`config.mk`:
```
export PLATFORM = sky130hd
export DESIGN_NAME = thread_scheduler_queues
export DESIGN_NICKNAME = d
export VERILOG_FILES = /design/src/hdl/tsq_pkg.sv /design/src/hdl/tsq_front.sv /design/src/hdl/tsq_exec.sv /design/src/hdl/thread_scheduler_queues.sv
export SDC_FILE = /design/constraint.sdc
export NUM_CORES = 1
export LEC_CHECK = 0
export BUFFER_PORTS_ARGS = -buffer_cell sky130_fd_sc_hd__buf_2
export CORE_ASPECT_RATIO = 1.75
export CORE_UTILIZATION = 30
export DETAILED_ROUTE_END_ITERATION = 10
export SETUP_SLACK_MARGIN = 0.1
export SYNTH_ARGS = -nofsm -noshare
export SYNTH_HDL_FRONTEND = slang
export SYNTH_SLANG_ARGS = --single-unit
export TNS_END_PERCENT = 20
```
`constraint.sdc`:
```
create_clock -name i_clk -period 5.1 [get_ports i_clk]
set_input_delay 1.02 -clock i_clk [delete_from_list [all_inputs] [get_ports i_clk]]
set_output_delay 1.02 -clock i_clk [all_outputs]
set_load 0.02 [all_outputs]
```
`src/hdl/tsq_pkg.sv`:
```
// Shared types and constants of the thread scheduler.
// No dependencies.
package tsq_pkg;
    localparam int MaxThreads = 16;
    localparam int NumWaitQueues = 8;
    localparam int TidW = 4;
    localparam int CntW = 5;
    localparam int WqW = 3;

    localparam logic [2:0] REQ_CREATE = 3'd0;
    localparam logic [2:0] REQ_YIELD  = 3'd1;
    localparam logic [2:0] REQ_EXIT   = 3'd2;
    localparam logic [2:0] REQ_KILL   = 3'd3;
    localparam logic [2:0] REQ_SLEEP  = 3'd4;
    localparam logic [2:0] REQ_WAKE   = 3'd5;

    localparam logic [1:0] KIND_NAMED = 2'd0;
    localparam logic [1:0] KIND_ANY   = 2'd1;
    localparam logic [1:0] KIND_SELF  = 2'd2;

    localparam logic [1:0] ST_OK      = 2'd0;
    localparam logic [1:0] ST_NONE    = 2'd1;
    localparam logic [1:0] ST_INVALID = 2'd2;
    localparam logic [1:0] ST_NOMORE  = 2'd3;

    typedef struct packed {
        logic [2:0]      req;
        logic [TidW-1:0] target;
        logic [1:0]      kind;
        logic [WqW-1:0]  wq;
        logic            all;
    } t_req;

    typedef struct packed {
        logic [1:0]      status;
        logic [TidW-1:0] rtid;
        logic [TidW-1:0] running;
        logic [CntW-1:0] woken;
    } t_res;
endpackage

```
`src/hdl/tsq_front.sv`:
```
// Front end: takes request words and queues them for the executor.
// Depends on tsq_pkg.
module tsq_front (
    input  logic           i_clk,
    input  logic           i_rst_n,
    input  logic           i_valid,
    output logic           o_ready,
    input  tsq_pkg::t_req  i_req,
    output logic           o_valid,
    input  logic           i_ready,
    output tsq_pkg::t_req  o_req
);
    import tsq_pkg::*;
    // two-entry queue
    t_req r_q [2];
    logic r_wp, r_rp;
    logic [1:0] r_cnt;
    logic push, pop;

    assign o_ready = (r_cnt != 2'd2);
    assign o_valid = (r_cnt != 2'd0);
    assign o_req = r_q[r_rp];
    assign push = i_valid && o_ready;
    assign pop = o_valid && i_ready;

    always_ff @(posedge i_clk) begin
        if (push) r_q[r_wp] <= i_req;
        if (!i_rst_n) begin
            r_wp <= 1'b0;
            r_rp <= 1'b0;
            r_cnt <= 2'd0;
        end else begin
            if (push) r_wp <= ~r_wp;
            if (pop) r_rp <= ~r_rp;
            r_cnt <= r_cnt + {1'b0, push} - {1'b0, pop};
        end
    end
endmodule

```
`src/hdl/tsq_exec.sv`:
```
// Executor: sequencer that serves each request, walking the shared link memory for yield and kill.
// Depends on tsq_pkg.
module tsq_exec (
    input  logic           i_clk,
    input  logic           i_rst_n,
    input  logic           i_valid,
    output logic           o_ready,
    input  tsq_pkg::t_req  i_req,
    output logic           o_valid,
    input  logic           i_ready,
    output tsq_pkg::t_res  o_res
);
    import tsq_pkg::*;

    typedef enum logic [5:0] {
        S_IDLE = 6'b000001,
        S_SCAN = 6'b000010,
        S_RD   = 6'b000100,
        S_WAKE = 6'b001000,
        S_FIN  = 6'b010000,
        S_OUT  = 6'b100000
    } t_state;

    t_state r_st;
    t_req r_rq;
    logic [TidW-1:0] r_link [MaxThreads];
    logic [TidW-1:0] r_free [MaxThreads];
    logic [TidW-1:0] r_rhead, r_rtail;
    logic [CntW-1:0] r_rcnt;
    logic [TidW-1:0] r_whead [NumWaitQueues];
    logic [TidW-1:0] r_wtail [NumWaitQueues];
    logic [CntW-1:0] r_wcnt [NumWaitQueues];
    logic [TidW-1:0] r_rcl_tid;
    logic r_rcl_v;
    logic [CntW-1:0] r_fcnt, r_live;
    logic [TidW-1:0] r_cur;
    // walk state
    logic [TidW-1:0] r_t, r_cur_w, r_prev;
    logic [CntW-1:0] r_i;
    t_res r_res;

    assign o_ready = (r_st == S_IDLE);
    assign o_valid = (r_st == S_OUT);
    assign o_res = r_res;

    logic [TidW-1:0] rd_next;
    assign rd_next = r_link[r_cur_w];
    logic [WqW-1:0] wq;
    assign wq = r_rq.wq;

    always_ff @(posedge i_clk) begin
        if (!i_rst_n) begin
            r_st <= S_IDLE;
            r_rhead <= '0; r_rtail <= '0; r_rcnt <= '0;
            for (int k = 0; k < NumWaitQueues; k++) begin
                r_whead[k] <= '0; r_wtail[k] <= '0; r_wcnt[k] <= '0;
            end
            r_rcl_tid <= '0; r_rcl_v <= 1'b0;
            r_fcnt <= '0; r_live <= CntW'(1); r_cur <= '0;
        end else begin
            case (r_st)
                S_IDLE: if (i_valid) begin
                    r_rq <= i_req;
                    r_res <= '{status: ST_OK, rtid: '0, running: r_cur, woken: '0};
                    r_st <= S_FIN;
                    r_i <= '0;
                    r_cur_w <= r_rhead;
                    r_prev <= '0;
                    case (i_req.req)
                        REQ_CREATE: begin
                            if (r_live >= CntW'(MaxThreads)) begin
                                r_res.status <= ST_NOMORE;
                            end else begin
                                logic [TidW-1:0] t;
                                t = (r_fcnt == '0) ? r_live[TidW-1:0]
                                                   : r_free[r_fcnt[TidW-1:0] - 1'b1];
                                if (r_fcnt != '0) r_fcnt <= r_fcnt - 1'b1;
                                r_live <= r_live + 1'b1;
                                if (r_rcnt == '0) r_rhead <= t;
                                else r_link[r_rtail] <= t;
                                r_rtail <= t;
                                r_rcnt <= r_rcnt + 1'b1;
                                r_res.rtid <= t;
                            end
                        end
                        REQ_YIELD, REQ_EXIT, REQ_KILL: begin
                            // reclaim an exited thread first
                            logic [CntW-1:0] lv;
                            lv = r_live;
                            if (r_rcl_v) begin
                                if (r_fcnt < CntW'(MaxThreads)) begin
                                    r_free[r_fcnt[TidW-1:0]] <= r_rcl_tid;
                                    r_fcnt <= r_fcnt + 1'b1;
                                end
                                if (r_live != '0) lv = r_live - 1'b1;
                                r_rcl_v <= 1'b0;
                            end
                            r_live <= lv;
                            if (i_req.req == REQ_EXIT) begin
                                if (r_rcnt == '0) begin
                                    r_res.status <= ST_NONE;
                                end else begin
                                    r_res.rtid <= r_cur;
                                    r_rcl_tid <= r_cur;
                                    r_rcl_v <= 1'b1;
                                    r_cur <= r_rhead;
                                    r_res.running <= r_rhead;
                                    r_rcnt <= r_rcnt - 1'b1;
                                    r_st <= S_RD;
                                end
                            end else if (i_req.req == REQ_KILL) begin
                                r_t <= i_req.target;
                                r_res.rtid <= i_req.target;
                                r_st <= S_SCAN;
                            end else if (i_req.kind == KIND_ANY && r_rcnt == '0) begin
                                r_res.status <= ST_NONE;
                            end else if (i_req.kind == KIND_SELF ||
                                         (i_req.kind == KIND_ANY ? r_rhead : i_req.target)
                                         == r_cur) begin
                                r_res.rtid <= r_cur;
                            end else begin
                                r_t <= (i_req.kind == KIND_ANY) ? r_rhead : i_req.target;
                                r_st <= S_SCAN;
                            end
                        end
                        REQ_SLEEP: begin
                            if (32'(i_req.wq) >= NumWaitQueues) r_res.status <= ST_INVALID;
                            else if (r_rcnt == '0) r_res.status <= ST_NONE;
                            else begin
                                if (r_wcnt[i_req.wq] < CntW'(MaxThreads)) begin
                                    if (r_wcnt[i_req.wq] == '0) r_whead[i_req.wq] <= r_cur;
                                    else r_link[r_wtail[i_req.wq]] <= r_cur;
                                    r_wtail[i_req.wq] <= r_cur;
                                    r_wcnt[i_req.wq] <= r_wcnt[i_req.wq] + 1'b1;
                                end
                                r_cur <= r_rhead;
                                r_res.rtid <= r_rhead;
                                r_res.running <= r_rhead;
                                r_rcnt <= r_rcnt - 1'b1;
                                r_st <= S_RD;
                            end
                        end
                        REQ_WAKE: begin
                            if (32'(i_req.wq) < NumWaitQueues) r_st <= S_WAKE;
                        end
                        default: ;
                    endcase
                end
                S_RD: begin
                    // advance ready head after a pop
                    if (r_rcnt != '0) r_rhead <= r_link[r_rhead];
                    r_st <= S_OUT;
                end
                S_SCAN: begin
                    // one list link per cycle looking for r_t
                    if (r_i >= r_rcnt) begin
                        r_res.status <= ST_INVALID;
                        r_res.rtid <= r_t;
                        r_st <= S_OUT;
                    end else if (r_cur_w == r_t) begin
                        logic [TidW-1:0] h, tl;
                        logic [CntW-1:0] c;
                        h = r_rhead; tl = r_rtail; c = r_rcnt - 1'b1;
                        if (r_i == '0) h = rd_next;
                        else if (r_i + 1'b1 == r_rcnt) tl = r_prev;
                        // removing the tail leaves the old link past the end
                        else r_link[r_prev] <= rd_next;
                        if (r_rq.req == REQ_KILL) begin
                            if (r_fcnt < CntW'(MaxThreads)) begin
                                r_free[r_fcnt[TidW-1:0]] <= r_t;
                                r_fcnt <= r_fcnt + 1'b1;
                            end
                            if (r_live != '0) r_live <= r_live - 1'b1;
                        end else begin
                            // push the caller at the tail
                            if (c == '0) h = r_cur;
                            else r_link[tl] <= r_cur;
                            tl = r_cur;
                            c = c + 1'b1;
                            r_cur <= r_t;
                            r_res.rtid <= r_t;
                            r_res.running <= r_t;
                        end
                        r_rhead <= h; r_rtail <= tl; r_rcnt <= c;
                        r_st <= S_OUT;
                    end else begin
                        r_prev <= r_cur_w;
                        r_cur_w <= rd_next;
                        r_i <= r_i + 1'b1;
                    end
                end
                S_WAKE: begin
                    // move one waiter per cycle
                    if (r_wcnt[wq] == '0 || (!r_rq.all && r_res.woken != '0)) begin
                        r_st <= S_OUT;
                    end else begin
                        logic [TidW-1:0] t;
                        t = r_whead[wq];
                        r_wcnt[wq] <= r_wcnt[wq] - 1'b1;
                        if (r_wcnt[wq] != CntW'(1)) r_whead[wq] <= r_link[t];
                        if (r_rcnt < CntW'(MaxThreads)) begin
                            if (r_rcnt == '0) r_rhead <= t;
                            else r_link[r_rtail] <= t;
                            r_rtail <= t;
                            r_rcnt <= r_rcnt + 1'b1;
                        end
                        r_res.woken <= r_res.woken + 1'b1;
                    end
                end
                S_FIN: r_st <= S_OUT;
                S_OUT: if (i_ready) r_st <= S_IDLE;
                default: r_st <= S_IDLE;
            endcase
        end
    end
endmodule

```
`src/hdl/thread_scheduler_queues.sv`:
```
// Top level of the hardware thread scheduler.
// Depends on tsq_pkg, tsq_front, tsq_exec.
//
//  channel   dir  payload
//  s_axis    in   request word (req_type, target_tid, target_kind, wait_queue, wake_all)
//  m_axis    out  result word (status, result_tid, running_tid, woken_count)
//
// Sequencing: create, exit, sleep and the other one-step requests need no list walk;
// yield and kill walk the ready list one link a cycle; wake-all moves one waiter
// a cycle.
// The executor handles one word at a time; the front queue holds two more.
// Reset: synchronous; thread 0 runs, all queues empty.
// Result is held until m_axis_tready.
module thread_scheduler_queues (
    input  logic        i_clk,
    input  logic        i_rst_n,
    input  logic        s_axis_tvalid,
    output logic        s_axis_tready,
    // [2:0] req_type, [6:3] target_tid, [8:7] target_kind, [11:9] wait_queue,
    // [12] wake_all, [15:13] zero
    input  logic [15:0] s_axis_tdata,
    output logic        m_axis_tvalid,
    input  logic        m_axis_tready,
    // [1:0] status, [5:2] result_tid, [9:6] running_tid, [14:10] woken_count, [15] zero
    output logic [15:0] m_axis_tdata
);
    import tsq_pkg::*;
    t_req in_req, q_req;
    t_res res;
    logic q_valid, q_ready;

    assign in_req.req    = s_axis_tdata[2:0];
    assign in_req.target = s_axis_tdata[6:3];
    assign in_req.kind   = s_axis_tdata[8:7];
    assign in_req.wq     = s_axis_tdata[11:9];
    assign in_req.all    = s_axis_tdata[12];

    tsq_front u_front (
        .i_clk(i_clk), .i_rst_n(i_rst_n),
        .i_valid(s_axis_tvalid), .o_ready(s_axis_tready), .i_req(in_req),
        .o_valid(q_valid), .i_ready(q_ready), .o_req(q_req)
    );
    tsq_exec u_exec (
        .i_clk(i_clk), .i_rst_n(i_rst_n),
        .i_valid(q_valid), .o_ready(q_ready), .i_req(q_req),
        .o_valid(m_axis_tvalid), .i_ready(m_axis_tready), .o_res(res)
    );
    assign m_axis_tdata = {1'b0, res.woken, res.running, res.rtid, res.status};
endmodule

```
# Yosys cells after proc, flatten, opt, wreduce, memory -nomap -nowiden
# Memory sizes are Yosys's and may differ from the RTL's. A register that Yosys moved wholly into a read port is not among the register bits.
# Index checks and enable logic that the tools add are counted.
# Widths: inputs -> output; s select.
# totals
word_cells	372
mem_count	6
in_bits	20
reg_bits	81
mem_bits_rw	258
# classes
n_addsub	14
bitwise_logic	6
n_lt_le_gt_ge	5
n_mux	224
reduce_logical	48
n_eq_ne	46
# mem_list
name	words	width	read_ports	rd_clocked_by_memory_dff	wr	line	source
u_exec.r_free	16	4	1	0	1	tsq_exec.sv:27	logic [TidW-1:0] r_free [MaxThreads];
u_exec.r_link	16	4	3	2	2	tsq_exec.sv:26	logic [TidW-1:0] r_link [MaxThreads];
u_exec.r_wcnt	8	5	2	1	8	tsq_exec.sv:32	logic [CntW-1:0] r_wcnt [NumWaitQueues];
u_exec.r_whead	8	4	1	1	8	tsq_exec.sv:30	logic [TidW-1:0] r_whead [NumWaitQueues];
u_exec.r_wtail	8	4	1	0	8	tsq_exec.sv:31	logic [TidW-1:0] r_wtail [NumWaitQueues];
u_front.r_q	2	13	1	1	1	tsq_front.sv:15	t_req r_q [2];
# ops
op	n
$mux 4	63
$mux 5	32
$mux 1	86
$pmux 5 s2	6
$mux 6	9
$pmux 4 s2	5
$pmux 6 s3	2
$add 5x1->5 const B	7
$mux 8	4
$logic_not 5->1	6
$pmux 5 s3	2
$pmux 6 s5	1
$ne 2x1->1 const B	13
$mux 3	7
$pmux 10 s2	1
$reduce_bool 5->1	4
$reduce_or 4->1	5
$sub 5x1->5 const B	4
$reduce_and 9->1	2
$pmux 4 s4	1
$reduce_and 8->1	2
$lt 5x5->1 const B	3
$mux 15	1
$reduce_and 5->1	3
other kinds (43)	74

# Longest topological paths before layout
# Gate-level depths: netlist of the first run.
# An unclocked memory read counts as a cell.
# logic_depth
word_depth	13
ltp_mapped	16

# By module
# From an unflattened synthesis of the first run, not the netlist that was laid out.
# hier_totals
cells_unflattened	1634
hier_area_um2	19985.4
# modules_own_cells
mod	instances	seq_area_each_um2	cells_per_inst	area_per_inst_um2
tsq_exec	1	9118.7	1568	18800.5
tsq_front	1	880.8	64	1173.6
thread_scheduler_queues	1	0.0	2	11.3

# Least setup slack after synthesis of the first run
# OpenSTA, ideal clock, no wires.
# synth_path
kind	reg2reg
start	register u_exec.r_fcnt[0]
end	memory u_exec.r_link[12][1], data pin
arrival_ps	4115
setup_slack_ps	725
required_ps	4840
period_less_slack_ps	4375
path_stages_with_launch	14
n_path_buf	3
path_cell_list	dfxtp_1 clkbuf_1 clkbuf_1 inv_1 ha_1 xor2_1 mux4_2 nand2_1 nand3_1 a22oi_1 mux2i_1 a221o_1 buf_2 mux2_2
# synth_lines
element	line	source
start: declaration	tsq_exec.sv:35	logic [CntW-1:0] r_fcnt, r_live;
start signal: assignment	tsq_exec.sv:77	if (r_fcnt != '0) r_fcnt <= r_fcnt - 1'b1;
start signal: assignment	tsq_exec.sv:93	r_fcnt <= r_fcnt + 1'b1;
start signal: assignment	tsq_exec.sv:171	r_fcnt <= r_fcnt + 1'b1;
end: declaration	tsq_exec.sv:26	

==> results of run 1 <==
-- logic make-up after synthesis --
| kind of cell | share of synthesized area (%) |
|---|---|
| AO/OA/AOI/OAI | 9.820 |
| XOR/XNOR | 1.958 |
| adder cells (fa/ha/maj) | 1.658 |
| buffers and inverters | 2.710 |
| flip-flops | 50.96 |
| multiplexers | 18.63 |
| other | 0.01911 |
| AND/OR/NAND/NOR | 14.24 |
-- per-layer routing --
metal / track usage, % / vias up / part of all wire (%)
met5: 0 / - / 0.075
met4: 13.39 / 6 / 8.0
met3: 2.418 / 225 / 4.5
met2: 35.04 / 551 / 55
met1: 16.54 / 7003 / 32
li1: - / 6360 / -
-- stage by stage --
step / cell area, µm² / cells / util [%] / total power [mW]
floorplan: 19620 / 1664 / - / 8.307
global placement: 20770 / 2455 / 32.21 / 10.24
detailed placement: 20770 / 2455 / 32.21 / 10.35
CTS: 21820 / 2516 / 33.84 / 12.83
global route: 21820 / 2516 / 33.84 / 13.42
finish: 21820 / 2516 / 33.84 / 12.87
-- synth_stat cells (5+ instances only) --
master and number:
mux2_2 72, nor2b_1 16, clkbuf_1 67, o211a_1 13, o22ai_1 10, xor2_1 16
a221oi_1 7, mux4_2 75, nor2_1 178, a311oi_1 5, nand4b_1 5, xnor2_1 20
buf_1 10, edfxtp_1 297, and2_1 48, buf_2 17, a31oi_1 18, dfxtp_1 54
o21ai_1 10, a22oi_1 5, a32oi_1 9, nand2_1 161, inv_1 30, ha_1 26
or3_1 7, a211oi_1 6, nor3_1 37, o31ai_1 8, o221a_2 5, nor4_1 10
nand2b_1 12, nand3_1 43, o21ai_0 52, o211ai_1 15, a21oi_1 64, o21a_1 9
and3_1 14, mux2i_1 110, a21o_1 8, nand4_1 8
-- path summary, 6_finish.rpt --
kind / endpoint
max: u_exec.r_link[12][1]
min: u_exec.r_rcl_tid[3]
max reg2reg: u_exec.r_link[12][1]
min reg2reg: u_exec.r_rcl_tid[3]
-- cell type report --
class	count	area share, %
flip-flops and latches	351	45.82
multi-input cells	1181	41.82
well taps	812	4.655
clock buffers	45	4.134
repair buffers	77	2.328
clock inverters	16	0.6593
inverters	34	0.5848
-- registers in the layout, summed over array words and instances (netlist names), 2 cells and up, named ones only --
| register | count |
|---|---|
| u_exec.r_free | 64 |
| u_exec.r_link | 64 |
| u_exec.r_wcnt | 40 |
| u_exec.r_whead | 32 |
| u_exec.r_wtail | 32 |
| u_front.r_q | 26 |
| u_exec.o_res | 15 |
| u_exec.r_st | 6 |
| u_exec.r_fcnt | 5 |
| u_exec.r_i | 5 |
| u_exec.r_live | 5 |
| u_exec.r_rcnt | 5 |
| u_exec.r_cur | 4 |
| u_exec.r_cur_w | 4 |
| u_exec.r_prev | 4 |
| u_exec.r_rcl_tid | 4 |
| u_exec.r_rhead | 4 |
| u_exec.r_rq | 4 |
| u_exec.r_rtail | 4 |
| u_exec.r_t | 4 |
| u_exec.wq | 3 |
| u_front.r_cnt | 2 |
-- critical path, stage by stage (launching register included) --
cell and delay (ps):
dfxtp_1 520, mux2i_2 300, inv_2 250, nor3_1 210, a311oi_1 70, o21ai_0 610
ha_1 310, inv_1 60, a31o_1 230, o21a_1 310, o211a_1 280, nand2b_1 370
o31ai_1 770
-- power by group through the flow --
stage                     logic (mW)  clock network [mW]  registers [mW]
after floorplan                 4.41                   0            3.89
after global placement          6.12                   0            4.12
after detailed placement        6.22                   0            4.13
after CTS                       6.26                2.50            4.07
after global routing            6.73                2.59            4.11
final                           6.32                2.48            4.07
-- what timing repair did --
action	in CTS	in global routing
setup endpoints to repair	0	7
hold endpoints to repair	0	0
resized for setup	0	1
==> metrics.txt, run 1 <==
Pleak=7.920 nW; Net Sw Frac=41.44%; clock sink total=351; Synth top area share=45.45%; RD Place Congestion=0.9400; dominant cells by area after synthesis=edfxtp_1, mux4_2, mux2i_1; maximum capacitance violations=0; synth unique cells=84; worst path required time=5270 ps; H-tree depth=2; clock tree buffer depth=3; FF+latch area=10000 µm²; power share of the combinational group=49.1%; I/O Buffers=33; hold crit path type=flop to flop; hpwl dp=44650 µm; FP Rows=123; main flop type after synthesis=edfxtp_1; post-synthesis cell area=19620 µm²; FF+latch count, synth=351; largest net degree at the start of global routing=36; Setup TNS=0 ps; area grow syn2layout=11.22%; Seq pwr share=31.6%; Die W=195.3 µm; average wire per cell in the routed design=23.74 µm; RSZ-0062 raised after global routing=yes; Post-CTS Setup Repair Bufs=0; Hold Crit Start=u_exec.r_rcl_tid[3]; worst clock skew=27.57 ps; diode count=0; VDD IR-drop max=332.8 µV; CP arrival=4860 ps; gr ovfl total=0; EDFF count, synth=297; Slew Viols, Final=0; CTS clk-pin slew, worst paths=70 ps; DRC viols=0; status=finished clean; Root Driver=clkbuf_16; Die Ht=340.3 µm; Pint=7.535 mW; Hold Fails Final Rpt=0; commonest non-fill, non-tap cell in the layout=edfxtp_1; Synth Net Count=1710; final setup violation count=0; CTS tree=built; NumNets Final=1725; Reg2Reg Setup Slack=410 ps; Initial Util=30.43%; antenna-violating nets left=0; PnR worst setup slack=407.5 ps; Yosys warnings=0; startpoint types=flop; Psw=5.332 mW; post-synth top area cell=edfxtp_1; initial antenna violation count=4; first-pass GRT wire length=89330 µm; crit end category=flop; slew margin rel.=14.14%; DR vias/cell=5.622; dpl ws=478.2 ps; syn_area_per_cell=11.79 µm²; DR iter-0 viols=1128; CP max FO=26; Die ar.=66470 µm²; Hold Path Stages=2; Mapped Cells=1664; routed vias=14145; share of post-route cells with drive strength above 1=18.25%; fmax=213.1 MHz; FILL cells=6235; area of the multi-input gates=9126 µm²; I/O Pins=38; Clock Latency Late Sink=560 ps; Final Critical Period=4693 ps; Post-CTS Hold Fix Bufs=0; Post-Route WL=59730 µm; Num CTS Buffers=34; commonest cells after routing, fill and taps aside=edfxtp_1, nor2_1, nand2_1; WS Path Type=flop to flop; Pre-antenna DRT Iters=5; Core ar.=64480 µm²; vias in the first global route=14422; hold_ws=520.6 ps; Worst R2R Path Depth=12; register area share after synthesis=50.96%; Final Cycle Share=92.01%; Worst-Margin Slew=1283 ps; PwrDens=589.6 nW/µm²; clock network power share=19.2%; gr usage total=17.91%; Synth async-reset ratio=0%
Power figures use the tool's default switching activity.
==> run 2: changes to the inputs <==
PLACE_DENSITY = 0.48   (was not set)
==> metrics.txt, run 2 (synthesis results as in run 1) <==
Net Sw Frac=41.72%; VDD IR-drop max=324.1 µV; Power, Total=13.30 mW; crit end category=flop; Final Critical Period=4681 ps; routed vias=14061; largest net degree at the start of global routing=39; maximum capacitance violations=0; post-route cell area=22020 µm²; Num CTS Buffers=36; Core ar.=64480 µm²; clock tree buffer depth=3; dpl ws=492.6 ps; H-tree depth=2; CTS tree=built; power share of the combinational group=48.8%; antenna-violating nets left=0; NumNets Final=1735; RSZ-0062 raised after global routing=no; I/O Pins=38; DR iter-0 viols=889; commonest cells after routing, fill and taps aside=edfxtp_1, nor2_1, nand2_1; PnR worst setup slack=419.3 ps; FILL cells=6324; slew margin rel.=27.90%; RD Place Congestion=0.8856; initial antenna violation count=1; gr ovfl total=0; final setup violation count=0; worst path required time=5290 ps; hold_ws=518.3 ps; clock sink total=351; Slew Viols, Final=0; Post-CTS Hold Fix Bufs=0; Hold Fails Final Rpt=0; area grow syn2layout=12.24%; Root Driver=clkbuf_16; commonest non-fill, non-tap cell in the layout=edfxtp_1; startpoint types=flop; clock network power share=20.9%; DR vias/cell=5.564; PwrDens=603.7 nW/µm²; CP max FO=11; Post-Route WL=64940 µm; FP Rows=123; Seq pwr share=30.3%; hpwl dp=49090 µm; CP arrival=4870 ps; WS Path Type=flop to flop; hold crit path type=flop to flop; Post-CTS Setup Repair Bufs=0; vias in the first global route=14645; Die W=195.3 µm; Pint=7.749 mW; Die Ht=340.3 µm; post-CTS sizing=0; Pleak=8.029 nW; Initial Util=30.43%; diode count=0; placed cell area=20820 µm²; DRC viols=0; Final Cycle Share=91.78%; worst clock skew=38.12 ps; status=finished clean; CTS clk-pin slew, worst paths=70 ps; Worst-Margin Slew=1059 ps; Pre-antenna DRT Iters=5; average wire per cell in the routed design=25.70 µm; share of post-route cells with drive strength above 1=19.07%; Die ar.=66470 µm²; fmax=213.6 MHz; Psw=5.547 mW; first-pass GRT wire length=94940 µm; Setup TNS=0 ps; I/O Buffers=33; Clock Latency Late Sink=590 ps; gr usage total=19.46%
[run 2: changes by cell type in the layout (fill, tap and decap cells not counted), moves of 2 or more]
cell,change
buf_4,+9
bufinv_16,+3
clkinv_2,+2
clkinv_1,+2
clkbuf_16,+3
clkbuf_1,-8
clkinvlp_4,+2
[run 2: worst paths after layout]
path	from	endpoint	slack, ps	depth (start not counted)
setup / recovery	u_exec.r_st[2]	u_exec.r_link[8][1]	420	10
hold / removal	u_exec.r_rcl_tid[3]	u_exec.r_rcl_tid[3]	520	2
setup reg to reg	u_exec.r_st[2]	u_exec.r_link[8][1]	420	10
hold reg to reg	u_exec.r_rcl_tid[3]	u_exec.r_rcl_tid[3]	520	2
[run 2: cell type report]
cell class / instances / area [µm²] / area share (%)
clock buffers: 39 / 933.4 / 4.238
flip-flops and latches: 351 / 10000 / 45.40
inverters: 34 / 127.6 / 0.5795
well taps: 812 / 1016 / 4.613
repair buffers: 85 / 555.5 / 2.522
clock inverters: 25 / 270.3 / 1.227
multi-input cells: 1181 / 9121 / 41.42
[run 2: worst max-delay path: stages, from the launching register on]
cell     delay [ps]
dfxtp_1         360
or4_4           580
nor3b_2         460
o21ai_1         300
inv_2           320
nand2_1         450
o32ai_1         460
a22o_1          230
a21o_1          170
o21ai_0         270
o31ai_1         690
[run 2: power groups by stage]
stage | Clock (mW) | Combinational [mW] | Sequential, mW
2_1_floorplan | 0 | 4.41 | 3.89
3_3_place_gp | 0 | 6.36 | 4.08
3_5_place_dp | 0 | 6.44 | 4.08
4_1_cts | 2.84 | 6.47 | 4.02
5_1_grt | 2.92 | 6.93 | 4.07
6_report | 2.78 | 6.49 | 4.03
[run 2: through the flow]
stage | instances | utilization, %
3_3_place_gp | 2463 | 32.29
4_1_cts | 2527 | 34.15
3_5_place_dp | 2463 | 32.29
6_report | 2527 | 34.15
5_1_grt | 2527 | 34.15
2_1_floorplan | 1664 | -
[run 2: routing by layer]
metal  global-route usage, %  wire length, µm  vias up
met3                   2.566             2419      186
met2                   38.74            36830      425
met4                   13.22             4573        0
li1                        -                -     6387
met5                       0                0        -
met1                   17.93            21120     7063
